===== src/hdl/tbd_pkg.sv =====
package tbd_pkg;

  localparam int TIME_BITS = 48;
  localparam int IV_BITS   = 40;
  localparam int VAL_BITS  = 32;
  localparam int RES_BITS  = 48;
  localparam int SUM_BITS  = 64;
  localparam int CNT_BITS  = 32;
  localparam int FILL_W    = 6;
  localparam logic [FILL_W-1:0] FILL_MAX = 6'd63;
  localparam int CFG_IDX_W = 3;
  localparam int CFG_DATA_W = 48;

  // Configuration register indexes
  localparam logic [CFG_IDX_W-1:0] REG_INTERVAL = 3'd0;
  localparam logic [CFG_IDX_W-1:0] REG_START    = 3'd1;
  localparam logic [CFG_IDX_W-1:0] REG_END      = 3'd2;
  localparam logic [CFG_IDX_W-1:0] REG_AGG      = 3'd3;
  localparam logic [CFG_IDX_W-1:0] REG_FILL     = 3'd4;

  // Aggregate function codes
  localparam logic [2:0] AGG_SUM   = 3'd0;
  localparam logic [2:0] AGG_COUNT = 3'd1;
  localparam logic [2:0] AGG_MIN   = 3'd2;
  localparam logic [2:0] AGG_MAX   = 3'd3;
  localparam logic [2:0] AGG_FIRST = 3'd4;
  localparam logic [2:0] AGG_LAST  = 3'd5;
  localparam logic [2:0] AGG_AVG   = 3'd6;

  // Fill policy codes
  localparam logic [1:0] FILL_NONE = 2'd0;
  localparam logic [1:0] FILL_NAN  = 2'd1;
  localparam logic [1:0] FILL_NULL = 2'd2;
  localparam logic [1:0] FILL_ZERO = 2'd3;

  // Input command codes
  localparam logic CMD_SAMPLE = 1'b0;
  localparam logic CMD_FINISH = 1'b1;

  typedef struct packed {
    logic                       cmd;
    logic [TIME_BITS-1:0]       sample_time;
    logic signed [VAL_BITS-1:0] sample_value;
  } tbd_item_t;

  typedef struct packed {
    logic [TIME_BITS-1:0]       bucket_time;
    logic signed [RES_BITS-1:0] result_value;
    logic                       is_fill;
    logic                       is_missing;
    logic                       fill_truncated;
    logic                       last_of_run;
  } tbd_result_t;

  typedef struct packed {
    logic busy;
    logic done;
  } tbd_div_stat_t;

endpackage


===== src/hdl/time_bucket_downsampler.sv =====
// Time bucket downsampler.
// item channel (item_valid/item_ready/item): a sample (cmd 0) or a finish (cmd 1).
// Samples are floored to a bucket and folded into the open bucket's aggregate.
// A sample that opens a new bucket emits the previous result, then gap fill
// points; a finish emits the open bucket, fills to range_end and clears state.
// result channel (result_valid/result_ready/result): one registered output slot.
// cfg channel (cfg_valid/cfg_ready/cfg_index/cfg_data): always ready; write only
// while no item is in flight.
// Flow: one item at a time. A sample is floored by one 64-step pass of the
// shared restoring divider, as is range_start when no bucket is open; a finish
// with an open bucket skips that pass. A new bucket with average adds a second
// pass. The fill run is counted first (one point per cycle, at most 63), then
// each output leaves through the output slot in turn. item_ready is high only
// while the sequencer idles.
// A stalled receiver holds the output slot and the sequencer waits on it.
// Reset (rst, synchronous) clears the bucket state and restores the registers
// to interval 60, range 0..0, sum, no fill.
module time_bucket_downsampler
  import tbd_pkg::*;
(
  input  logic                  clk,
  input  logic                  rst,
  input  logic                  item_valid,
  output logic                  item_ready,
  input  tbd_item_t             item,
  output logic                  result_valid,
  input  logic                  result_ready,
  output tbd_result_t           result,
  input  logic                  cfg_valid,
  output logic                  cfg_ready,
  input  logic [CFG_IDX_W-1:0]  cfg_index,
  input  logic [CFG_DATA_W-1:0] cfg_data
);

  typedef enum logic [3:0] {
    ST_IDLE, ST_MOD_T, ST_DECIDE, ST_MOD_RS, ST_RES, ST_AVG,
    ST_FILLSET, ST_COUNT, ST_EMIT
  } state_t;

  state_t state;

  // Configuration
  logic [IV_BITS-1:0]   bucket_interval;
  logic [TIME_BITS-1:0] range_start, range_end;
  logic [2:0]           agg_function;
  logic [1:0]           fill_policy;

  // Bucket state
  logic [TIME_BITS-1:0]       held_bucket;
  logic                       bucket_open;
  logic signed [SUM_BITS-1:0] running_sum;
  logic [CNT_BITS-1:0]        sample_count;
  logic signed [VAL_BITS-1:0] held_value;

  // Working registers
  logic                       cmd_r;
  logic [TIME_BITS-1:0]       t_r, b_r, lim, res_time;
  logic signed [VAL_BITS-1:0] v_r;
  logic signed [RES_BITS-1:0] res_val;
  logic                       have_res, fill_en, incl, trunc, avg_neg;
  logic [TIME_BITS:0]         s0, scan;
  logic [FILL_W-1:0]          k, fill_cnt;

  // Divider interface
  logic                div_start;
  logic [SUM_BITS-1:0] div_a;
  logic [IV_BITS-1:0]  div_b;
  tbd_div_stat_t       div_stat;
  logic [SUM_BITS-1:0] div_q;
  logic [IV_BITS-1:0]  div_r;

  tbd_div u_div (
    .clk       (clk),
    .rst       (rst),
    .start     (div_start),
    .dividend  (div_a),
    .divisor   (div_b),
    .stat      (div_stat),
    .quotient  (div_q),
    .remainder (div_r)
  );

  // Derived values
  logic [IV_BITS-1:0]       iv;
  logic [TIME_BITS:0]       scan_next, held_next, fs_up;
  logic [TIME_BITS-1:0]     fs;
  logic                     cond;
  logic signed [SUM_BITS:0] sum_add;
  logic signed [SUM_BITS-1:0] sum_sat;
  logic [SUM_BITS-1:0]      sum_mag;
  logic signed [SUM_BITS:0] plain_res, avg_res;
  logic                     missing;

  function automatic logic signed [RES_BITS-1:0] sat48(input logic signed [SUM_BITS:0] x);
    logic signed [SUM_BITS:0] hi, lo;
    hi = (SUM_BITS+1)'(signed'({1'b0, {(RES_BITS-1){1'b1}}}));
    lo = -hi - (SUM_BITS+1)'(1);
    if (x > hi) return hi[RES_BITS-1:0];
    if (x < lo) return lo[RES_BITS-1:0];
    return x[RES_BITS-1:0];
  endfunction

  assign iv        = (bucket_interval == '0) ? IV_BITS'(1) : bucket_interval;
  assign scan_next = scan + {9'd0, iv};
  assign held_next = {1'b0, held_bucket} + {9'd0, iv};
  assign fs        = range_start - TIME_BITS'(div_r);
  assign fs_up     = {1'b0, fs} + {9'd0, iv};
  assign cond      = incl ? (scan <= {1'b0, lim}) : (scan < {1'b0, lim});
  assign missing   = (fill_policy == FILL_NAN) || (fill_policy == FILL_NULL);

  // Saturating add of the sample into the running sum
  assign sum_add = {running_sum[SUM_BITS-1], running_sum} + (SUM_BITS+1)'(v_r);
  always_comb begin
    if (sum_add[SUM_BITS] != sum_add[SUM_BITS-1]) begin
      sum_sat = sum_add[SUM_BITS] ? {1'b1, {(SUM_BITS-1){1'b0}}}
                                  : {1'b0, {(SUM_BITS-1){1'b1}}};
    end else begin
      sum_sat = sum_add[SUM_BITS-1:0];
    end
  end

  assign sum_mag = running_sum[SUM_BITS-1] ? SUM_BITS'(-running_sum) : running_sum;
  assign avg_res = avg_neg ? -$signed({1'b0, div_q}) : $signed({1'b0, div_q});

  // Result of the held bucket, other than the average
  always_comb begin
    case (agg_function) inside
      AGG_COUNT: plain_res = $signed({33'd0, sample_count});
      AGG_MIN, AGG_MAX, AGG_FIRST, AGG_LAST: plain_res = (SUM_BITS+1)'(held_value);
      AGG_AVG: plain_res = '0;
      default: plain_res = (SUM_BITS+1)'(running_sum);
    endcase
  end

  assign item_ready = (state == ST_IDLE);
  assign cfg_ready  = 1'b1;

  // Configuration writes
  always_ff @(posedge clk) begin
    if (rst) begin
      bucket_interval <= IV_BITS'(60);
      range_start     <= '0;
      range_end       <= '0;
      agg_function    <= AGG_SUM;
      fill_policy     <= FILL_NONE;
    end else if (cfg_valid && cfg_ready) begin
      unique case (cfg_index)
        REG_INTERVAL: bucket_interval <= cfg_data[IV_BITS-1:0];
        REG_START:    range_start     <= cfg_data[TIME_BITS-1:0];
        REG_END:      range_end       <= cfg_data[TIME_BITS-1:0];
        REG_AGG:      agg_function    <= cfg_data[2:0];
        REG_FILL:     fill_policy     <= cfg_data[1:0];
        default: ;
      endcase
    end
  end

  // Sequencer, bucket state and output slot
  always_ff @(posedge clk) begin
    if (rst) begin
      state        <= ST_IDLE;
      held_bucket  <= '0;
      bucket_open  <= 1'b0;
      running_sum  <= '0;
      sample_count <= '0;
      held_value   <= '0;
      result_valid <= 1'b0;
      div_start    <= 1'b0;
      have_res     <= 1'b0;
    end else begin
      div_start <= 1'b0;
      if (result_ready) result_valid <= 1'b0;
      unique case (state)
        ST_IDLE: begin
          if (item_valid) begin
            cmd_r <= item.cmd;
            t_r   <= item.sample_time;
            v_r   <= item.sample_value;
            div_b <= iv;
            div_start <= (item.cmd != CMD_FINISH) || !bucket_open;
            have_res  <= 1'b0;
            if (item.cmd == CMD_FINISH) begin
              div_a <= SUM_BITS'(range_start);
              state <= bucket_open ? ST_RES : ST_MOD_RS;
            end else begin
              div_a <= SUM_BITS'(item.sample_time);
              state <= ST_MOD_T;
            end
          end
        end
        ST_MOD_T: begin
          if (div_stat.done) begin
            b_r   <= t_r - TIME_BITS'(div_r);
            state <= ST_DECIDE;
          end
        end
        ST_DECIDE: begin
          if (b_r < range_start || (bucket_open && b_r < held_bucket)) begin
            state <= ST_IDLE;
          end else if (bucket_open && b_r == held_bucket) begin
            // Fold the sample into the open bucket
            if (sample_count != '1) sample_count <= sample_count + CNT_BITS'(1);
            running_sum <= sum_sat;
            if (agg_function == AGG_MIN && v_r < held_value) held_value <= v_r;
            if (agg_function == AGG_MAX && v_r > held_value) held_value <= v_r;
            if (agg_function == AGG_LAST) held_value <= v_r;
            state <= ST_IDLE;
          end else if (bucket_open) begin
            state <= ST_RES;
          end else begin
            div_a     <= SUM_BITS'(range_start);
            div_b     <= iv;
            div_start <= 1'b1;
            state     <= ST_MOD_RS;
          end
        end
        ST_MOD_RS: begin
          if (div_stat.done) begin
            // Fill start: range start floored, rounded up to it
            s0      <= (fs < range_start) ? fs_up : {1'b0, fs};
            scan    <= (fs < range_start) ? fs_up : {1'b0, fs};
            lim     <= (cmd_r == CMD_FINISH) ? range_end : b_r;
            incl    <= (cmd_r == CMD_FINISH);
            fill_en <= (fill_policy != FILL_NONE);
            k       <= '0;
            trunc   <= 1'b0;
            state   <= ST_COUNT;
          end
        end
        ST_RES: begin
          if (agg_function == AGG_AVG && sample_count != '0) begin
            div_a     <= sum_mag;
            div_b     <= IV_BITS'(sample_count);
            avg_neg   <= running_sum[SUM_BITS-1];
            div_start <= 1'b1;
            state     <= ST_AVG;
          end else begin
            res_val <= sat48(plain_res);
            state   <= ST_FILLSET;
          end
        end
        ST_AVG: begin
          if (div_stat.done) begin
            res_val <= sat48(avg_res);
            state   <= ST_FILLSET;
          end
        end
        ST_FILLSET: begin
          have_res <= 1'b1;
          res_time <= held_bucket;
          s0       <= held_next;
          scan     <= held_next;
          lim      <= (cmd_r == CMD_FINISH) ? range_end : b_r;
          incl     <= (cmd_r == CMD_FINISH);
          fill_en  <= (fill_policy != FILL_NONE) && !held_next[TIME_BITS];
          k        <= '0;
          trunc    <= 1'b0;
          state    <= ST_COUNT;
        end
        ST_COUNT: begin
          // Count the fill run ahead so a capped run is flagged throughout
          if (!fill_en || !cond || k == FILL_MAX || scan_next[TIME_BITS]) begin
            if (fill_en && cond && k == FILL_MAX) begin
              trunc    <= 1'b1;
              fill_cnt <= k;
            end else if (fill_en && cond) begin
              fill_cnt <= k + FILL_W'(1);
            end else begin
              fill_cnt <= k;
            end
            scan <= s0;
            // Update the bucket state; the result is already captured
            if (cmd_r == CMD_FINISH) begin
              held_bucket  <= '0;
              bucket_open  <= 1'b0;
              running_sum  <= '0;
              sample_count <= '0;
              held_value   <= '0;
            end else begin
              held_bucket  <= b_r;
              bucket_open  <= 1'b1;
              running_sum  <= SUM_BITS'(v_r);
              sample_count <= CNT_BITS'(1);
              held_value   <= v_r;
            end
            state <= ST_EMIT;
          end else begin
            k    <= k + FILL_W'(1);
            scan <= scan_next;
          end
        end
        ST_EMIT: begin
          if (!have_res && fill_cnt == '0) begin
            state <= ST_IDLE;
          end else if (!result_valid || result_ready) begin
            result_valid <= 1'b1;
            if (have_res) begin
              result.bucket_time    <= res_time;
              result.result_value   <= res_val;
              result.is_fill        <= 1'b0;
              result.is_missing     <= 1'b0;
              result.fill_truncated <= 1'b0;
              result.last_of_run    <= (fill_cnt == '0);
              have_res <= 1'b0;
              if (fill_cnt == '0) state <= ST_IDLE;
            end else begin
              result.bucket_time    <= scan[TIME_BITS-1:0];
              result.result_value   <= '0;
              result.is_fill        <= 1'b1;
              result.is_missing     <= missing;
              result.fill_truncated <= trunc;
              result.last_of_run    <= (fill_cnt == FILL_W'(1));
              scan     <= scan_next;
              fill_cnt <= fill_cnt - FILL_W'(1);
              if (fill_cnt == FILL_W'(1)) state <= ST_IDLE;
            end
          end
        end
        default: state <= ST_IDLE;
      endcase
    end
  end

endmodule


===== src/hdl/tbd_div.sv =====
module tbd_div
  import tbd_pkg::*;
(
  input  logic                clk,
  input  logic                rst,
  input  logic                start,
  input  logic [SUM_BITS-1:0] dividend,
  input  logic [IV_BITS-1:0]  divisor,
  output tbd_div_stat_t       stat,
  output logic [SUM_BITS-1:0] quotient,
  output logic [IV_BITS-1:0]  remainder
);

  logic [IV_BITS-1:0] dvs;
  logic [5:0]         cnt;
  logic [IV_BITS:0]   shifted;
  logic               take;

  // One restoring step: shift in the next dividend bit, subtract if it fits
  assign shifted = {remainder, quotient[SUM_BITS-1]};
  assign take    = shifted >= {1'b0, dvs};

  always_ff @(posedge clk) begin
    if (rst) begin
      stat <= '0;
      cnt  <= '0;
    end else begin
      stat.done <= 1'b0;
      if (start) begin
        stat.busy <= 1'b1;
        cnt       <= 6'd63;
        remainder <= '0;
        quotient  <= dividend;
        dvs       <= divisor;
      end else if (stat.busy) begin
        if (take) begin
          remainder <= IV_BITS'(shifted - {1'b0, dvs});
        end else begin
          remainder <= shifted[IV_BITS-1:0];
        end
        quotient <= {quotient[SUM_BITS-2:0], take};
        cnt      <= cnt - 6'd1;
        if (cnt == 6'd0) begin
          stat.busy <= 1'b0;
          stat.done <= 1'b1;
        end
      end
    end
  end

endmodule


===== config.mk =====
export PLATFORM = sky130hd
export DESIGN_NAME = time_bucket_downsampler
export DESIGN_NICKNAME = d
export VERILOG_FILES = /design/src/hdl/tbd_pkg.sv /design/src/hdl/time_bucket_downsampler.sv /design/src/hdl/tbd_div.sv
export SDC_FILE = /design/constraint.sdc
export NUM_CORES = 2
export LEC_CHECK = 0
export ABC_AREA = 1
export BUFFER_PORTS_ARGS = -buffer_cell sky130_fd_sc_hd__buf_2
export CAP_MARGIN = 20
export CORE_UTILIZATION = 50
export CTS_BUF_LIST = sky130_fd_sc_hd__clkbuf_8 sky130_fd_sc_hd__clkbuf_16
export CTS_CLUSTER_SIZE = 40
export DETAILED_ROUTE_END_ITERATION = 8
export PLACE_DENSITY = 0.68
export REMOVE_ABC_BUFFERS = 1
export SLEW_MARGIN = 5
export SYNTH_ARGS = -nofsm -noshare
export SYNTH_HDL_FRONTEND = slang
export SYNTH_SLANG_ARGS = --single-unit

===== constraint.sdc =====
create_clock -name clk -period 12.9 [get_ports clk]
set_input_delay 2.58 -clock clk [delete_from_list [all_inputs] [get_ports clk]]
set_output_delay 2.58 -clock clk [all_outputs]
set_load 0.1 [all_outputs]

# Yosys cells after proc, flatten, opt, wreduce, memory -nomap -nowiden
# Index checks and enable logic that the tools add are counted.
[word_totals]
reg_bits = 1068
input_bits = 137
output_inout_bits = 103
wordCells = 324
[op_classes]
addsub = 13
order_cmp = 12
eq_ne = 46
muxes = 141
n_bitwise = 4
reduce_logical = 65
[op_table]
columns = ["op", "count"]
rows = [
  ["$mux W64", 14],
  ["$mux W48", 14],
  ["$mux W32", 11],
  ["$mux W40", 8],
  ["$mux W49", 6],
  ["$mux W65", 4],
  ["$pmux W49 S4", 1],
  ["$pmux W48 S2", 2],
  ["$pmux W64 S3", 1],
  ["$lt A48 B48 Y1", 3],
  ["$gt A65 B48 Y1 const B", 2],
  ["$lt A65 B48 Y1 const B", 2],
  ["$pmux W32 S2", 2],
  ["$pmux W64 S2", 1],
  ["$pmux W40 S3", 1],
  ["$mux W100", 1],
  ["$add A48 B40 Y49", 2],
  ["$pmux W49 S2", 1],
  ["$sub A48 B40 Y48", 2],
  ["$add A64 B32 Y65", 1],
  ["$neg A64 Y65", 1],
  ["$neg A64 Y64", 1],
  ["$mux W6", 10],
  ["$add A49 B40 Y49", 1],
  ["other kinds (57)", 189],
]

# Logic depth before layout (Yosys ltp)
[logic_depth]
word_depth = 17
mapped_depth = 37
ltp_nobuf = 36

# Hierarchy
# Synthesis repeated with hierarchy kept, for this count alone.
[unflattened]
hier_cells = 10633
area_unflattened_um2 = 76818.7
[by_module_without_submodules]
columns = ["module", "instances", "cells_per_inst", "area_each_um2", "seq_area_each_um2"]
rows = [
  ["time_bucket_downsampler", 1, 9361, 67214.5, 24253.3],
  ["tbd_div", 1, 1272, 9604.2, 4484.3],
]

# Worst setup path after synthesis
# Ideal clock, no wire load.
[synth_timing]
kind = "input to register"
from = "in rst"
to = "reg scan[0], enable pin"
setup_time_ns = 0.718
t_arrival_ns = 10.937
t_required_ns = 12.182
slack_ns = 1.245
path_stages = 5
path_buffers = 2
cell_sequence = "clkbuf_1 inv_1 clkbuf_1 o21ai_0 a2111oi_0"
[synth_between]
elab_chain_len = 2
[synth_lines]
columns = ["element", "line", "text"]
rows = [
  ["start: declaration", "time_bucket_downsampler.sv:22", "input logic rst,"],
  ["$not A1 Y1 (no line)", "-", ""],
  ["$reduce_and A6 Y1 (no line)", "-", ""],
  ["end signal: assignment", "time_bucket_downsampler.sv:221", "scan <= (fs < range_start) ? fs_up : {1'b0, fs};"],
  ["end signal: assignment", "time_bucket_downsampler.sv:252", "scan <= held_next;"],
  ["end signal: assignment", "time_bucket_downsampler.sv:289", "scan <= scan_next;"],
  ["end: declaration", "time_bucket_downsampler.sv:61", "logic [TIME_BITS:0] s0, scan;"],
]
# Every way passes these cells.
# A chain may end at the register's enable or synchronous reset.

# Final worst setup path
[layout_timing]
from = "reg bucket_interval[28]"
to = "reg running_sum[2]"
[layout_between]
elab_chain_len = 6
[layout_lines]
columns = ["element", "line", "text"]
rows = [
  ["start: declaration", "time_bucket_downsampler.sv:43", "logic [IV_BITS-1:0] bucket_interval;"],
  ["start signal: assignment", "time_bucket_downsampler.sv:148", "REG_INTERVAL: bucket_interval <= cfg_data[IV_BITS-1:0];"],
  ["$logic_not A40 Y1", "time_bucket_downsampler.sv:103", "assign iv = (bucket_interval == '0) ? IV_BITS'(1) : bucket_interval;"],
  ["$mux W40 (*)", "time_bucket_downsampler.sv:103", ""],
  ["$add A49 B40 Y49 (*)", "time_bucket_downsampler.sv:104", "assign scan_next = scan + {9'd0, iv};"],
  ["$logic_or A1 B1 Y1 (*)", "time_bucket_downsampler.sv:262", "if (!fill_en || !cond || k == FILL_MAX || scan_next[TIME_BITS]) begin"],
  ["$ne A2 B2 Y1 (no line) (*)", "-", ""],
  ["$reduce_and A4 Y1 (no line) (*)", "-", ""],
  ["end signal: assignment", "time_bucket_downsampler.sv:203", "running_sum <= sum_sat;"],
  ["end signal: assignment", "time_bucket_downsampler.sv:282", "running_sum <= SUM_BITS'(v_r);"],
  ["end: declaration", "time_bucket_downsampler.sv:51", "logic signed [SUM_BITS-1:0] running_sum;"],
]
# Mark *: on every way between the ends. The rest lies on a longest branch, timed or not.

==> results_dict.tcl <==
set metrics [dict create \
    rsz0062_at_grt "no" \
    die_y_um 389 \
    numCtsBuffers 130 \
    power_density_nw_per_um2 146 \
    r2r_end "running_sum[2]$_SDFFE_PP0P_" \
    clock_path_buffers 3 \
    grt_max_degree 97 \
    area_growth_pct 10.1 \
    synth_seq_area_share_pct 38.4 \
    worstSkewPairLatency_ns 0.78 \
    yosysWarnings 0 \
    portBuffers 238 \
    top_level_ports 240 \
    p_sw_share_pct 37.7 \
    core-area_um2 148000 \
    synthArstFlopShare_pct 0 \
    instances_no_fill 12300 \
    synth_top_family_by_area "simple AND/OR/NAND/NOR gates" \
    max_freq_ghz 0.148 \
    criticalPathCategory "flip-flop to flip-flop" \
    synthCells 10200 \
    crit_path_max_incr_delay_ns 0.85 \
    rrSetupSlack_ns 6.15 \
    crit_path_cell_trace "nor4_1 -> nand4_1 -> o41ai_1 -> buf_2 -> buf_4 -> ha_1 -> ha_1 -> inv_1 -> nand2_1 -> nand3_1 -> nand2_1 -> a21o_1 -> nand2_1 -> nand2_1 -> a21boi_2 -> o21ai_2 -> a21oi_2 -> xor2_1 -> nand3_2 -> nand2_4 -> buf_4 -> nand2_1 -> nand2_1 -> a21oi_1" \
    grt.busiest_layer "met1" \
    clock_power_share_pct 32.3 \
    synthTopCellsByArea "edfxtp_1, nand2_1, dfxtp_1" \
    grt_use_met1_pct 58.9 \
    finClkSkew_ns 0.0359 \
    min_period_over_period_pct 52.4 \
    dp_cells 12100 \
    p_total_mw 12.0 \
    leakagePower_nw 36.3 \
    routedWlPerCell_um 26.6 \
    synthSimpleGateAreaFrac_pct 25.1 \
    dr.first_iter.drc_count 11000 \
    synth.largest_area_cell "edfxtp_1" \
    path_common_cell "nand2_1" \
    drt_wl_total_um 328000 \
    synth_seq_cells 1068 \
    drc 7 \
    final.min_clock_period_ns 6.75 \
    path_clk_slew_ns 0.06 \
    dp_hpwl_um 261000 \
    cts_resized 0 \
    p_switching_mw 4.53 \
    crit_path_top_delay_cell "nand3_2" \
    place_congestion 1.07 \
    critPathBufInv 4 \
    post_cts_buffers 0 \
    p_int_mw 7.49 \
    r2r_start "bucket_interval[28]$_SDFFE_PP0P_" \
    grt_pass1_vias 69000 \
    setup_viol_count_final 0 \
    gr-usage-all-layers_pct 42.1 \
    cp_top_family "simple AND/OR/NAND/NOR gates" \
    synthMuxAreaShare_pct 0 \
    grt_pass1_wl_um 467000 \
    final_core_util_pct 55.6 \
    fp-row-count 141 \
    initial_utilization_pct 50.5 \
    grt_use_met2_pct 58.8 \
    num-fill-cells 14200 \
    met3_usage_pct 13.7 \
    synth.distinct_cells 68 \
    violations "design-rule violations" \
    drtAntennaViolNets 0 \
    hold_ws_ns 0.399 \
    final_nets 10900 \
    required_ns 13.55 \
    syn-cell-area_um2 74800 \
    cts.sinks 1068 \
    htreeDepth 4 \
    antenna_found_initial 19 \
    synth_edf_count 735 \
    crit_path_start_kind "flip-flop" \
    arrival_ns 7.41 \
    whs_endpoint "u_div.dvs[14]$_DFFE_PP_" \
    cts_hold_buf 0 \
    worstMarginPinSlew_ns 1.28 \
    max-vdd-ir-drop_mv 0.156 \
    seq_power_share_pct 36.4 \
    die_w_um 389 \
    finalHoldViolCount 0 \
    crit_fanout 77 \
    cap_violations 0 \
    ys.flop_type "edfxtp_1" \
    avgSynthCellArea_um2 7.36 \
    min_path_cells 0 \
    root_buffer "clkbuf_16" \
    drive_above_1_share_pct 6.52 \
    vias 75600 \
    synth-compound-area-share_pct 15.9 \
    min-delay-start "div_b[14]$_DFFE_PP_" \
    dieArea_um2 151000 \
    report.final.slew_viol_count 0 \
    min_path_type "flip-flop to flip-flop" \
    cp-end-kind "flip-flop" \
    vias_per_cell 6.14 \
    outcome "finished, violations left" \
    grt-ovfl-total 0 \
    r2r_cells 24 \
    cts_tree "built" \
    yosys.area_share.xor_xnor_pct 3.66 \
    detailedRoute.firstPassIterationCount 9 \
    synth_top_area_share_pct 29.5 \
    synthAdderAreaFrac_pct 8.82 \
    slew_headroom_pct 13.9 \
    combinationalPowerShare_pct 31.3 \
]
per-stage QoR:
stage	area [um2]	setup TNS, ns	setup slack, ns
5_1_grt	82400	0	5.80
4_1_cts	82300	0	5.93
2_1_floorplan	73300	-73.57	-1.50
6_report	82400	0	6.15
3_3_place_gp	77800	0	6.12
3_5_place_dp	77900	0	5.94
flip-flops by register name, summed over array words and instances, names as in the netlist, 48 cells and up:
name and flops:
b_r 48, div_a 64, held_bucket 48, lim 48, range_end 48, range_start 48
res_time 48, res_val 48, result 100, running_sum 64, s0 49, scan 49
t_r 48, u_div.quotient 64
layout make-up:
| class | count | area (um2) | area share [%] |
|---|---|---|---|
| clock inverter | 94 | 930 | 1.13 |
| clock buffer | 144 | 3500 | 4.25 |
| timing repair buffer | 340 | 2040 | 2.48 |
| inverter | 1219 | 4580 | 5.56 |
| tap | 1930 | 2410 | 2.93 |
| antenna | 9 | 22.5 | 0.0273 |
| sequential | 1068 | 28700 | 34.9 |
| multi-input combinational | 7525 | 40200 | 48.7 |
how the worst max path moves through the flow:
stage	start	to	slack, ns	depth (start not counted)
2_1_floorplan	rst	scan[0]$_DFFE_PP_	-1.50	3
3_3_place_gp	bucket_interval[5]$_SDFFE_PP1P_	running_sum[3]$_SDFFE_PP0P_	6.12	23
3_5_place_dp	bucket_interval[5]$_SDFFE_PP1P_	running_sum[11]$_SDFFE_PP0P_	5.94	23
4_1_cts	bucket_interval[5]$_SDFFE_PP1P_	running_sum[2]$_SDFFE_PP0P_	5.93	23
5_1_grt	u_div.remainder[0]$_SDFFCE_PP0P_	scan[2]$_DFFE_PP_	5.80	32
6_report	bucket_interval[28]$_SDFFE_PP0P_	running_sum[2]$_SDFFE_PP0P_	6.15	24
synth_stat cells, drive strengths merged (82+ instances only):
cell type     n
nand3       487
edfxtp      735
xor2        231
dfxtp       333
a31oi        99
nand4       145
nor3        151
xnor2        82
ha          519
buf          96
a21oi       988
nand2      2311
nor2       1290
clkbuf      250
o21ai       715
inv        1210
per-layer routing:
metal / share of wire (%) / up-vias
met5: 0.062 / -
met4: 4.9 / 4
met3: 14 / 739
met2: 40 / 4850
met1: 42 / 35600
li1: - / 34500
logic make-up after synthesis:
logic type                 count (synthesis)
other                                      1
DFF                                     1068
buffers and inverters                   1565
and+or+nand+nor                         4533
AOI/OAI and AO/OA                       2154
adders and majority gates                524
xor gates and xnor gates                 313
cells in the final DEF (no fill, tap or decap), types with 82 or more instances in the layout:
master	netlist	layout
xor2_1	231	231
clkbuf_16	0	135
buf_4	28	93
edfxtp_1	735	735
nand2_1	2304	2302
dfxtp_1	333	330
ha_1	519	519
inv_1	1203	1221
nand4_1	143	143
nor2_1	1270	1259
buf_2	42	241
a21oi_1	976	973
o21ai_0	693	692
nand3_1	483	480
nor3_1	146	142
xnor2_1	82	82
a31oi_1	99	99
power by group through the flow:
stage	registers [mW]	logic [mW]	clock network [mW]
final	4.37	3.76	3.89
after global routing	4.39	4.06	4.01
after CTS	4.36	3.62	3.89
after detailed placement	4.43	3.59	0
after global placement	4.43	3.55	0
after floorplan	4.41	2.36	0
Note: power is estimated with default switching activity, not from simulation.
